--- src/sv/assert_macros.svh ---
// Assertion macros used by the RTL of the segment formatter.
`ifndef ASSERT_MACROS_SVH
`define ASSERT_MACROS_SVH

// Checks a property on every rising clock edge outside reset.
`define ASSERT_CLK(label, prop, msg) \
  label: assert property (@(posedge clk_i) disable iff (!rst_ni) (prop)) else $error(msg);

// Checks that an antecedent is followed by a consequent in the next cycle.
`define ASSERT_NEXT(label, ante, cons, msg) \
  label: assert property (@(posedge clk_i) disable iff (!rst_ni) (ante) |=> (cons)) \
    else $error(msg);

`endif

--- src/sv/sts_pkg.sv ---
// Package with segment codes, limits and the digit decoder of the segment formatter.
`timescale 1ns / 1ps
`default_nettype none

package sts_pkg;

  localparam logic signed [15:0] HI_LIMIT    = 16'sd19995;
  localparam logic signed [15:0] LO_LIMIT    = -16'sd995;
  localparam logic signed [15:0] FRAC_HI_LIM = 16'sd1995;
  localparam logic signed [15:0] FRAC_LO_LIM = -16'sd95;

  localparam logic [7:0] SEG_H     = 8'h67;
  localparam logic [7:0] SEG_I     = 8'h40;
  localparam logic [7:0] SEG_L     = 8'hE0;
  localparam logic [7:0] SEG_O     = 8'hC6;
  localparam logic [7:0] SEG_ZERO  = 8'hF5;
  localparam logic [7:0] SEG_MINUS = 8'h02;
  localparam logic [7:0] SEG_ONE   = 8'h08;
  localparam logic [7:0] SEG_POINT = 8'h08;
  localparam logic [7:0] SEG_UNDER = 8'h08;

  // Reciprocals for division by 10, 100 and 1000 of values below 32768.
  localparam logic [16:0] RECIP_10   = 17'd52429;
  localparam logic [16:0] RECIP_100  = 17'd5243;
  localparam logic [16:0] RECIP_1000 = 17'd67109;

  function automatic logic [7:0] digit_segs(input logic [3:0] digit);
    logic [7:0] segs;
    case (digit)
      4'd0:    segs = 8'hF5;
      4'd1:    segs = 8'h05;
      4'd2:    segs = 8'hD3;
      4'd3:    segs = 8'h97;
      4'd4:    segs = 8'h27;
      4'd5:    segs = 8'hB6;
      4'd6:    segs = 8'hF6;
      4'd7:    segs = 8'h15;
      4'd8:    segs = 8'hF7;
      4'd9:    segs = 8'hB7;
      default: segs = 8'h00;
    endcase
    return segs;
  endfunction

endpackage

`default_nettype wire

--- src/sv/signed_tenths_to_segments_unit.sv ---
// Top level of the signed tenths to LCD segment formatter.
// Each input transfer carries a signed reading in tenths and a symbol byte; each output
// transfer carries three segment bytes and two unit marks. The unit takes one transfer per
// clock while the output is not stalled, and holds each reading in the input register and
// its result in the result register, with the digit split done by constant reciprocal
// multiplies in between. Backpressure on the output stalls both registers in turn.
`timescale 1ns / 1ps
`default_nettype none
`include "assert_macros.svh"

module signed_tenths_to_segments_unit (
  input  wire logic        clk_i,
  input  wire logic        rst_ni,
  input  wire logic        s_axis_tvalid_i,
  output logic             s_axis_tready_o,
  // value_tenths [15:0], unit_symbol [23:16]
  input  wire logic [23:0] s_axis_tdata_i,
  output logic             m_axis_tvalid_o,
  input  wire logic        m_axis_tready_i,
  // seg_digit_high [7:0], seg_digit_mid [15:8], seg_digit_low [23:16],
  // mark_upper [24], mark_lower [25], zero [31:26]
  output logic [31:0]      m_axis_tdata_o
);
  import sts_pkg::*;

  logic               in_vld_q;
  logic signed [15:0] value_q;
  logic [7:0]         symbol_q;
  logic               out_vld_q;
  logic [25:0]        result_q;
  logic [25:0]        result_d;
  logic               out_ready;
  logic               in_ready;
  logic [7:0]         out_hi;
  logic [7:0]         out_mid;

  logic        too_hi, too_lo, neg, rnd;
  logic [15:0] abs_full;
  logic [14:0] mag_x;
  logic [31:0] prod_10, prod_100, prod_1000;
  logic [12:0] q1, q2;
  logic [5:0]  q3;
  logic [15:0] e0_w;
  logic [12:0] e1_w, e2_w;
  logic [3:0]  e0, e1, e2, e3;
  logic [3:0]  units, tens, hund;
  logic [14:0] mag;
  logic [7:0]  seg_hi, seg_mid, seg_lo;

  assign out_ready       = !out_vld_q || m_axis_tready_i;
  assign in_ready        = !in_vld_q || out_ready;
  assign s_axis_tready_o = in_ready;
  assign m_axis_tvalid_o = out_vld_q;
  assign m_axis_tdata_o  = {6'd0, result_q};
  assign out_hi          = result_q[7:0];
  assign out_mid         = result_q[15:8];

  always_ff @(posedge clk_i or negedge rst_ni) begin
    if (!rst_ni) begin
      in_vld_q  <= 1'b0;
      out_vld_q <= 1'b0;
    end else begin
      if (in_ready) begin
        in_vld_q <= s_axis_tvalid_i;
      end
      if (out_ready) begin
        out_vld_q <= in_vld_q;
      end
    end
  end

  always_ff @(posedge clk_i) begin
    if (in_ready && s_axis_tvalid_i) begin
      value_q  <= $signed(s_axis_tdata_i[15:0]);
      symbol_q <= s_axis_tdata_i[23:16];
    end
    if (out_ready && in_vld_q) begin
      result_q <= result_d;
    end
  end

  always_comb begin
    too_hi   = value_q > HI_LIMIT;
    too_lo   = value_q < LO_LIMIT;
    neg      = value_q[15];
    rnd      = (value_q > FRAC_HI_LIM) || (value_q < FRAC_LO_LIM);
    abs_full = neg ? (16'd0 - value_q) : value_q;
    mag_x    = abs_full[14:0] + (rnd ? 15'd5 : 15'd0);

    prod_10   = {17'd0, mag_x} * {15'd0, RECIP_10};
    prod_100  = {17'd0, mag_x} * {15'd0, RECIP_100};
    prod_1000 = {17'd0, mag_x} * {15'd0, RECIP_1000};
    q1 = prod_10[31:19];
    q2 = prod_100[31:19];
    q3 = prod_1000[31:26];

    e0_w = {1'b0, mag_x} - ({q1, 3'd0} + {2'b0, q1, 1'b0});
    e1_w = q1 - ({q2[9:0], 3'd0} + {q2[11:0], 1'b0});
    e2_w = q2 - ({4'd0, q3, 3'd0} + {6'd0, q3, 1'b0});
    e0   = e0_w[3:0];
    e1   = e1_w[3:0];
    e2   = e2_w[3:0];
    if (q3 >= 6'd20) begin
      e3 = 4'(q3 - 6'd20);
    end else if (q3 >= 6'd10) begin
      e3 = 4'(q3 - 6'd10);
    end else begin
      e3 = q3[3:0];
    end

    units = rnd ? e1 : e0;
    tens  = rnd ? e2 : e1;
    hund  = rnd ? e3 : e2;
    mag   = rnd ? {2'd0, q1} : mag_x;

    seg_lo = symbol_q[7] ? SEG_UNDER : 8'h00;
    if (too_hi) begin
      seg_hi  = SEG_H;
      seg_mid = SEG_I;
    end else if (too_lo) begin
      seg_hi  = SEG_L;
      seg_mid = SEG_O;
    end else begin
      seg_hi  = (neg ? SEG_MINUS : 8'h00)
              | ((mag > 15'd999) ? SEG_ONE : 8'h00)
              | ((mag > 15'd99) ? digit_segs(hund) : 8'h00);
      seg_mid = (rnd ? 8'h00 : SEG_POINT)
              | ((mag > 15'd9) ? digit_segs(tens) : SEG_ZERO);
      seg_lo  = seg_lo | digit_segs(units);
    end

    result_d = {symbol_q[6], symbol_q[5], seg_lo, seg_mid, seg_hi};
  end

  `ASSERT_NEXT(a_stage_moves, in_vld_q && out_ready, out_vld_q, "Input stage item was lost.")
  `ASSERT_CLK(a_hi_pair, !out_vld_q || out_hi != SEG_H || out_mid == SEG_I, "Hi without i.")
  `ASSERT_CLK(a_lo_pair, !out_vld_q || out_hi != SEG_L || out_mid == SEG_O, "Lo without o.")

endmodule

`default_nettype wire

--- config.mk ---
export PLATFORM = sky130hd
export DESIGN_NAME = signed_tenths_to_segments_unit
export DESIGN_NICKNAME = d
export VERILOG_FILES = /design/src/sv/sts_pkg.sv /design/src/sv/signed_tenths_to_segments_unit.sv
export VERILOG_INCLUDE_DIRS = /design/src /design/src/sv
export SDC_FILE = /design/constraint.sdc
export NUM_CORES = 1
export LEC_CHECK = 0
export ABC_CLOCK_PERIOD_IN_PS = 25700
export BUFFER_PORTS_ARGS = -buffer_cell sky130_fd_sc_hd__buf_2
export CORE_MARGIN = 3
export CORE_UTILIZATION = 55
export CTS_CLUSTER_SIZE = 14
export DETAILED_ROUTE_END_ITERATION = 6
export MAX_ROUTING_LAYER = met4
export PLACE_DENSITY = 0.74
export SLEW_MARGIN = 20
export SYNTH_ARGS = -nofsm -noshare
export SYNTH_HDL_FRONTEND = slang
export SYNTH_SLANG_ARGS = --single-unit
--- constraint.sdc ---
create_clock -name clk_i -period 25.7 [get_ports clk_i]
set_clock_uncertainty 0.2 [all_clocks]
set_input_delay 3.855 -clock clk_i [delete_from_list [all_inputs] [get_ports clk_i]]
set_output_delay 3.855 -clock clk_i [all_outputs]
set_load 0.1 [all_outputs]
**Word level (Yosys, flattened, before mapping)**

Memories as Yosys holds them, arrays and structs flattened.
Cells that the tools add are included.

- Memory bits (read-only): 336
- Bits in registers: 52
- Bits of input ports: 28
- Memories kept: 3
- Output and inout bits: 34
- Logic and storage cells: 68

- $mul: 3
- Reductions and logical operators: 8
- Mux-type cells: 24
- Order comparisons: 9
- $add $sub $neg: 10
- Bitwise logic cells: 4

Memories:

| memory | depth | bits a word | read ports | clocked after Yosys merged registers in | write ports | RTL line | source |
|---|---|---|---|---|---|---|---|
| (name not given) | 16 | 7 | 1 | 0 | 0 | sts_pkg.sv:29 | `case (digit)` |
| (name not given) | 16 | 7 | 1 | 0 | 0 | sts_pkg.sv:29 |  |
| (name not given) | 16 | 7 | 1 | 0 | 0 | sts_pkg.sv:29 |  |

Operators with widths:

| cell | number |
|---|---|
| two-way mux 8 bit | 12 |
| multiplier 15 x 17 -> 32 bit (second input constant) | 1 |
| two-way mux 4 bit | 8 |
| multiplier 15 x 16 -> 31 bit (second input constant) | 1 |
| two-way mux 15 bit | 2 |
| bitwise OR 4 x 8 -> 8 bit | 3 |
| multiplier 15 x 13 -> 23 bit (second input constant) | 1 |
| > comparator 16 x 12 -> 1 bit (second input constant) | 1 |
| > comparator 16 bit (second input constant) | 1 |
| < comparator 16 x 11 -> 1 bit (second input constant) | 1 |
| < comparator 16 x 8 -> 1 bit (second input constant) | 1 |
| adder 15 x 3 -> 15 bit | 1 |
| > comparator 15 x 10 -> 1 bit (second input constant) | 1 |
| > comparator 15 x 4 -> 1 bit (second input constant) | 1 |
| > comparator 15 x 7 -> 1 bit (second input constant) | 1 |
| subtractor 1 x 15 -> 15 bit (first input constant) | 1 |
| adder 4 bit | 3 |
| subtractor 4 bit | 3 |
| >= comparator 6 x 4 -> 1 bit (second input constant) | 1 |
| >= comparator 6 x 5 -> 1 bit (second input constant) | 1 |
| bitwise OR 2 x 4 -> 4 bit | 1 |
| subtractor 4 x 3 -> 4 bit (second input constant) | 1 |
| subtractor 4 bit (second input constant) | 1 |
| logical OR 1 bit | 3 |
| 5 further kinds | 7 |

**Longest topological paths before layout**

Gate-level depths: netlist of run 1.
An unclocked memory read counts as a cell.

- Depth after elaboration: 15
- Gate-level depth with buffers: 46
- Gate-level depth less buffers: 45

**Worst setup path before layout of run 1**

Ideal clock, no wire load.

- Path type: flip-flop to flip-flop
- Start: register value_q[1]
- End: register result_q[9], data pin
- Buffers on the path: 1
- Library setup time: 0.273 ns
- Required time: 25.227 ns
- Clock period less this slack: 11.012 ns
- Cell stages (with the launch flop): 39
- Arrival time: 10.540 ns
- Path slack: 14.688 ns
- Cell sequence: edfxtp_1 > inv_1 > ha_1 > or4b_4 > a21oi_1 > o32ai_1 > clkinv_1 > clkbuf_1 > ha_1 > ha_1 > a21oi_1 > o2bb2ai_1 > a21oi_1 > o21ai_0 > xor2_1 > inv_1 > ha_1 > fa_1 > (+3 left out) > fa_1 > inv_1 > fa_1 > inv_1 > ha_1 > ha_1 > and3_1 > a2111oi_0 > a2111oi_0 > nor2_1 > xor2_1 > ha_1 > a21boi_0 > xnor3_1 > mux2i_1 > nor2_1 > a221oi_1 > a211oi_1

- Cells in the longest elaborated chain, start to end: 14
- Elaborated cells between the ends (all ways): 25
- Classes of those cells: add/sub (6); mul (3); order compare (5); mux (8); bitwise (1); reduce/logical (1); memory (1)

RTL lines:

| item | RTL line | source |
|---|---|---|
| start: declaration | signed_tenths_to_segments_unit.sv:27 | `logic signed [15:0] value_q;` |
| start signal: assignment | signed_tenths_to_segments_unit.sv:74 | `value_q <= $signed(s_axis_tdata_i[15:0]);` |
| > comparator 16 x 12 -> 1 bit or < comparator 16 x 8 -> 1 bit (tied branches) | signed_tenths_to_segments_unit.sv:86 | `rnd = (value_q > FRAC_HI_LIM) \|\| (value_q < FRAC_LO_LIM);` |
| logical OR 1 bit | signed_tenths_to_segments_unit.sv:86 |  |
| two-way mux 3 bit | signed_tenths_to_segments_unit.sv:88 | `mag_x = abs_full[14:0] + (rnd ? 15'd5 : 15'd0);` |
| adder 15 x 3 -> 15 bit | signed_tenths_to_segments_unit.sv:88 |  |
| multiplier 15 x 17 -> 32 bit or multiplier 15 x 13 -> 23 bit (tied branches) | signed_tenths_to_segments_unit.sv:92, signed_tenths_to_segments_unit.sv:91 |  |
| adder 4 bit, on equally long branches | signed_tenths_to_segments_unit.sv:99, signed_tenths_to_segments_unit.sv:98 |  |
| subtractor 4 bit, on equally long branches | signed_tenths_to_segments_unit.sv:99, signed_tenths_to_segments_unit.sv:98 |  |
| two-way mux 4 bit | signed_tenths_to_segments_unit.sv:112 | `tens = rnd ? e2 : e1;` |
| memory (16 x 7 bit) | n/a |  |
| two-way mux 8 bit | signed_tenths_to_segments_unit.sv:120 | `end else if (too_lo) begin` |
| two-way mux 8 bit | signed_tenths_to_segments_unit.sv:117 | `if (too_hi) begin` |
| two-way mux 8 bit | signed_tenths_to_segments_unit.sv:128 | `\| ((mag > 15'd9) ? digit_segs(tens) : SEG_ZERO);` |
| bitwise OR 4 x 8 -> 8 bit | signed_tenths_to_segments_unit.sv:128 |  |
| two-way mux 8 bit | signed_tenths_to_segments_unit.sv:120 |  |
| end signal: assignment | signed_tenths_to_segments_unit.sv:78 | `result_q <= result_d;` |
| end: declaration | signed_tenths_to_segments_unit.sv:30 | `logic [25:0] result_q;` |

Parallel ways exist; a longest one is shown, timed or not. The select of a mux whose other input is x is not followed.
A chain may end at the register's enable or synchronous reset.

**Worst setup path in the final report of run 1**

- Start: register value_q[15]
- End: register result_q[14], data pin

- Cells in the longest elaborated chain, start to end: 13
- Elaborated cells between the ends (all ways): 24
- Classes of those cells: add/sub (5); mul (3); order compare (5); mux (7); bitwise (1); reduce/logical (2); memory (1)

RTL lines:

| item | RTL line |
|---|---|
| > comparator 16 x 12 -> 1 bit or < comparator 16 x 8 -> 1 bit (tied branches) | signed_tenths_to_segments_unit.sv:86 |
| logical OR 1 bit | signed_tenths_to_segments_unit.sv:86 |
| two-way mux 3 bit | signed_tenths_to_segments_unit.sv:88 |
| adder 15 x 3 -> 15 bit | signed_tenths_to_segments_unit.sv:88 |
| multiplier 15 x 17 -> 32 bit or multiplier 15 x 13 -> 23 bit (tied branches) | signed_tenths_to_segments_unit.sv:92, signed_tenths_to_segments_unit.sv:91 |
| adder 4 bit, on equally long branches | signed_tenths_to_segments_unit.sv:99, signed_tenths_to_segments_unit.sv:98 |
| subtractor 4 bit, on equally long branches | signed_tenths_to_segments_unit.sv:99, signed_tenths_to_segments_unit.sv:98 |
| two-way mux 4 bit | signed_tenths_to_segments_unit.sv:112 |
| memory (16 x 7 bit) | n/a |
| two-way mux 8 bit | signed_tenths_to_segments_unit.sv:120 |
| two-way mux 8 bit | signed_tenths_to_segments_unit.sv:117 |
| two-way mux 8 bit | signed_tenths_to_segments_unit.sv:128 |
| bitwise OR 4 x 8 -> 8 bit | signed_tenths_to_segments_unit.sv:128 |

Parallel ways exist; a longest one is shown, timed or not. The select of a mux whose other input is x is not followed.

==> out/qor.txt, run 1 <==
Status - finished clean
Min-Delay Path Depth - 0
Setup bufs post-CTS - 0
Num rows - 56
Top Family by Delay on Critical Path - adder cells
Gr ovfl total - 0
Hold Vio Cnt, Final - 0
First-pass GRT wire length - 52.43 mm
Gr usage total - 25.56%
CP max FO - 34
Yosys cell types - 83
Ys Warns - 0
Pre-Repair DR Iteration Count - 7
DRC Markers - 0
Number of H-tree levels - 2
Synth area leader - ha_1
CTS Root Cell - clkbuf_16
Synth Area in Adders - 51.43%
Max Root-Sink Buffers - 2
Overall routed net length - 31.70 mm
Period minus WS final - 12,890 ps
Unrepaired setup endpoints after global routing - no
Die W - 163.3 um
Gp weighted congestion - 0.9435
R2r setup slk - 12,810 ps
Top Ports - 62
Simple-gate share of the synthesized area - 10.19%
Worst Tran Pin Value - 977.1 ps
Critical Path AT - 12,680 ps
Num Clock Sinks - 47
Port bufs - 50
Worst r2r path cells - 37
Vias in the first global route - 10,750
Cells after DPL - 1,814
DPL Wire Length - 26.66 mm
Number of routed nets with antenna violations - 0
Main combinational cell family by area after synthesis - adder cells
Clock slew at reported path FFs - 60 ps
Worst skew pair latency - 280 ps
Critical Path End Type - flop
Initial DRC count - 610
Tcrit/Tclk final - 50.15%
CP Class - flop to flop
Req. time, crit path - 25,500 ps
Cells after synthesis - 1,455
Yosys reg bits - 47
Area Growth Syn to Fin - 6.085%
Inserted Clock Buffers - 5
Die area - 26,680 um^2
WL/cell - 17.40 um
Hold_sp - symbol_q[5]
Most used cell, CP - ha_1
Multiplexer share of the synthesized area - 1.351%
CTS tree - done
Gates resized, CTS repair - 0
Initial Utilization - 56.98%
Top cells by count, synth - inv_1 (319), ha_1 (310), fa_1 (156), a21oi_1 (65), nand2_1 (65)
Seq/Total Area, Yosys - 10.29%
Final setup viols - 0
Top cells by area, synth - ha_1 (28%), fa_1 (23%), edfxtp_1 (9.9%)
Diode count - 0
Synth Area in Compound Gates - 12.47%
Area of the mapped netlist - 13,610 um^2
CP peak stage delay - 900 ps
Core Box Area - 23,890 um^2
Initial antenna violation count - 0
Count leader, synth - inv_1
Worst R2R End - result_q[14]
Max Clk Rate - 0.07759 GHz
Max Slew Vio Count - 0
Count of flip-flops with a built-in enable after synthesis - 45
Slew headroom - 33.18%
DR vias/cell - 5.681
CP Launch Type - flop
Ys async rst share - 4.255%
Worst Path Buf+Inv - 8
Fin Setup TNS - 0 ps
Yosys top cell area share - 28.49%
Hold Crit Class - flop to flop
Ys flop type - edfxtp_1
Synth Area per Inst - 9.356 um^2
Fillers - 2,035
Maxcap violations - 0
Layout cells sized above 1 - 7.053%
Largest net degree at the start of global routing - 35
Chip height - 163.3 um
Xor and xnor fraction of the mapped netlist area - 4.182%
Worst Hold End - result_q[24]
FF-to-FF Start - value_q[15]
CP max-delay cell - a2111oi_0
Post-route insts no fill - 1,822
Via count - 10,350
Nets - 1,996
Post-CTS Hold Buffers - 0
==> flip-flops by register name, summed over array words and instances, names as in the netlist <==
signal and flops:
in_vld_q 1, m_axis_tvalid_o 1, result_q 26, symbol_q 3, value_q 16
==> worst max-delay path by stage <==
stage / from / to / slack [ps] / cells after the start
after CTS: value_q[15] / result_q[14] / 12810 / 37
after detailed placement: value_q[15] / result_q[9] / 12880 / 37
after global placement: value_q[15] / result_q[14] / 13080 / 37
after floorplan: value_q[1] / result_q[9] / 14690 / 38
final: value_q[15] / result_q[14] / 12810 / 37
after global routing: value_q[15] / result_q[14] / 11880 / 37
==> logic make-up (layout without fill, tap and decap cells) <==
logic type               after synthesis  in the layout
XOR/XNOR                              61             61
flip-flops                            47             47
multiplexers                          18             18
buffers and inverters                352            395
adder cells (fa/ha/maj)              466            466
AO/OA/AOI/OAI                        247            247
AND/OR/NAND/NOR                      263            263
other                                  1              6
==> per-stage QoR <==
| stage | hold slack (ps) | util (%) | instance area [um^2] | setup slack, ps |
|---|---|---|---|---|
| finish | 219.6 | 60.44 | 14440 | 12810 |
| global route | 234.0 | 60.44 | 14440 | 11880 |
| CTS | 219.7 | 60.44 | 14440 | 12810 |
| detailed placement | 213.0 | 59.75 | 14280 | 12880 |
| global placement | 204.9 | 59.75 | 14280 | 13080 |
| floorplan | 200.3 | - | 13630 | 14690 |
==> layout make-up <==
class / instances / area (um^2) / area share [%]
multi-input combinational: 1061 / 10910 / 75.52
sequential: 47 / 1401 / 9.704
inverter: 322 / 1209 / 8.369
tap: 319 / 399.1 / 2.764
timing repair buffer: 65 / 362.8 / 2.513
clock buffer: 5 / 125.1 / 0.8664
clock inverter: 3 / 38.79 / 0.2686
==> placed cells by master, fill, tap and decap left out, types with 12 or more instances in the layout <==
cell	count
nand3_1	19
o21a_1	12
buf_4	15
o21ai_0	36
edfxtp_1	45
a21o_1	17
fa_1	156
xor2_1	25
o211ai_1	16
buf_2	50
mux2i_1	15
nor3_1	19
a211oi_1	12
nand2b_1	14
nand2_1	65
inv_1	319
a21oi_1	65
ha_1	310
nor2_1	56
xnor2_1	30
==> routing by layer <==
| metal | share of wire, % | wire, um | global-route usage (%) | up-vias |
|---|---|---|---|---|
| li1 | - | - | - | 5018 |
| met1 | 43 | 13660 | 31.69 | 4954 |
| met2 | 47 | 14990 | 42.61 | 286 |
| met3 | 4.4 | 1390 | 2.612 | 92 |
| met4 | 5.2 | 1655 | 11.19 | 0 |
| met5 | 0 | 0 | - | - |
Power of run 1 is left out: the tool's default activity adds up to more than one toggle a clock period on the data nets, which glitch-free logic cannot reach.
==> run 2: changes to the inputs <==
--- a/config.mk
+++ b/config.mk
@@ -6,7 +6,8 @@
 export SDC_FILE = /design/constraint.sdc
 export NUM_CORES = 1
 export LEC_CHECK = 0
-export ABC_CLOCK_PERIOD_IN_PS = 25700
+export ABC_AREA = 1
+export ABC_CLOCK_PERIOD_IN_PS = 13500
 export BUFFER_PORTS_ARGS = -buffer_cell sky130_fd_sc_hd__buf_2
 export CORE_MARGIN = 3
 export CORE_UTILIZATION = 55
==> constraint.sdc (replaced) <==
create_clock -name clk_i -period 13.5 [get_ports clk_i]
set_clock_uncertainty 0.2 [all_clocks]
set_input_delay 2.025 -clock clk_i [delete_from_list [all_inputs] [get_ports clk_i]]
set_output_delay 2.025 -clock clk_i [all_outputs]
set_load 0.1 [all_outputs]
==> out/qor.txt, run 2 <==
Critical Path End - result_q[20]
R2r setup slk - 2260 ps
Maxcap violations - 0
Max reg flops - 26
Number of routed nets with antenna violations - 0
Initial Utilization - 56.07%
Worst Path Buf+Inv - 6
DPL Wire Length - 30.62 mm
FF-to-FF Start - value_q[15]
WL/cell - 15.70 um
Ys async rst share - 4.255%
Post-CTS Hold Buffers - 0
Via count - 12,000
Hold Crit Class - flop to flop
Port bufs - 50
Initial antenna violation count - 2
Hold Vio Cnt, Final - 0
Num rows - 59
Gp weighted congestion - 0.9837
Overall routed net length - 35.31 mm
Critical Path End Type - flop
Max Root-Sink Buffers - 2
Max Slew Vio Count - 0
DR vias/cell - 5.334
Area of the mapped netlist - 14,610 um^2
Worst skew pair latency - 280 ps
Fillers - 2,368
Ys flop type - edfxtp_1
Synth area leader - ha_1
DRC Markers - 0
Chip height - 169.0 um
Die W - 169.0 um
Die area - 28,560 um^2
Number of H-tree levels - 2
Gates resized, CTS repair - 0
Worst r2r path cells - 41
Num Clock Sinks - 47
Yosys top cell area share - 26.55%
Unrepaired setup endpoints after global routing - no
Cells after synthesis - 1,855
Tcrit/Tclk final - 83.29%
Gr usage total - 26.32%
Max Clk Rate - 0.08894 GHz
CTS tree - done
CP max FO - 30
Largest regs - result_q (26), value_q (16), symbol_q (3)
Count leader, synth - inv_1
Initial DRC count - 794
Nets - 2,405
Status - finished clean
Clock slew at reported path FFs - 60 ps
Critical Path AT - 11,170 ps
Commonest non-fill, non-tap cell in the layout - inv_1
Layout cells sized above 1 - 7.845%
CP peak stage delay - 860 ps
Top cells by count, synth - inv_1 (463), nand2_1 (353), ha_1 (310), fa_1 (156), nor2_1 (89)
Synth Area per Inst - 7.876 um^2
Core Box Area - 26,060 um^2
Worst Tran Pin Value - 1049 ps
Seq/Total Area, Yosys - 9.592%
Critical Path Stages - 41
Commonest cells after routing, fill and taps aside - inv_1 (463), nand2_1 (353), ha_1 (310)
CP startpoint - value_q[15]
CP max-delay cell - edfxtp_1
CP Launch Type - flop
CP Class - flop to flop
Biggest register - result_q
Inserted Clock Buffers - 5
Pre-Repair DR Iteration Count - 5
First-pass GRT wire length - 58.75 mm
Gr ovfl total - 0
Count of flip-flops with a built-in enable after synthesis - 45
Most used cell, CP - nand2_1
Vias in the first global route - 11,990
Setup bufs post-CTS - 0
Final setup viols - 0
Fin Setup TNS - 0 ps
Req. time, crit path - 13,420 ps
Period minus WS final - 11,240 ps
Top cells by area, synth - ha_1 (27%), fa_1 (21%), inv_1 (12%)
Area Growth Syn to Fin - 5.600%
Top Family by Delay on Critical Path - adder cells
Slew headroom - 30.05%
Largest net degree at the start of global routing - 31
Ys Warns - 0
Worst R2R End - result_q[20]
Yosys reg bits - 47
CTS Root Cell - clkbuf_16
Yosys cell types - 57
Top Ports - 62
## run 2: cell types whose count changed after synthesis, moves of 11 or more
cell and change:
inv_1 +144, clkbuf_1 -14, nand2_1 +288, o21a_1 -11, nor2b_1 -11, o21ai_0 +12
xnor2_1 -17, nor2_1 +33, mux2i_1 -15, and2_1 -11, nand2_2 +19, a211oi_1 -11
nand3_1 +66, nand2b_1 -14
## run 2: routing by layer
metal | GRT usage [%] | wire, um
met2 | 41.81 | 16180
met5 | - | 0
met3 | 4.040 | 2252
met4 | 7.657 | 1102
met1 | 35.22 | 15770
## run 2: worst reg2reg max path: cells and delay by family, from the launching register on
family | cells | cell delay [ps]
compound gates | 5 | 820
xor+xnor | 3 | 860
fa+ha+maj | 9 | 3590
buf+inv | 6 | 1340
flops | 1 | 860
simple gates | 18 | 3420
## run 2: kinds of logic (layout without fill, tap and decap cells)
group / count (synthesis) / after routing / synth area share (%)
flip-flops: 47 / 47 / 9.592
buffers and inverters: 489 / 541 / 12.96
other: 1 / 8 / 0.02567
AO/OA/AOI/OAI: 179 / 179 / 7.005
XOR/XNOR: 38 / 38 / 2.509
adder cells (fa/ha/maj): 466 / 466 / 47.92
AND/OR/NAND/NOR: 635 / 635 / 19.99
## run 2: stage by stage
step / std cells / setup slack [ps] / hold WS (ps) / instance area, um^2 / utilization, %
3_3_place_gp: 2239 / 2572 / 200.5 / 15260 / 58.56
2_1_floorplan: 1860 / 4462 / 200.3 / 14630 / -
6_report: 2249 / 2256 / 221.6 / 15430 / 59.21
5_1_grt: 2249 / 1363 / 223.7 / 15430 / 59.21
4_1_cts: 2247 / 2329 / 221.4 / 15420 / 59.19
3_5_place_dp: 2239 / 2458 / 207.4 / 15260 / 58.56
## run 2: final cells by class
cell class                 instances  area, um^2  share of cell area [%]
multi-input combinational       1324       11340                   73.49
inverter                         474        1784                   11.56
sequential                        47        1401                   9.083
tap                              335       419.2                   2.717
timing repair buffer              59       317.8                   2.060
clock buffer                       7       132.6                  0.8596
clock inverter                     1       30.03                  0.1946
antenna                            2       5.005                 0.03244
## run 2: worst min-delay path by stage
| stage | from | end | slack [ps] | cells after the start |
|---|---|---|---|---|
| floorplan | symbol_q[7] | result_q[19] | 200 | 0 |
| global placement | symbol_q[5] | result_q[24] | 200 | 0 |
| detailed placement | symbol_q[6] | result_q[25] | 210 | 0 |
| CTS | symbol_q[6] | result_q[25] | 220 | 0 |
| global route | symbol_q[6] | result_q[25] | 220 | 0 |
| finish | symbol_q[7] | result_q[19] | 220 | 0 |
Power of run 2 is left out for the same reason.
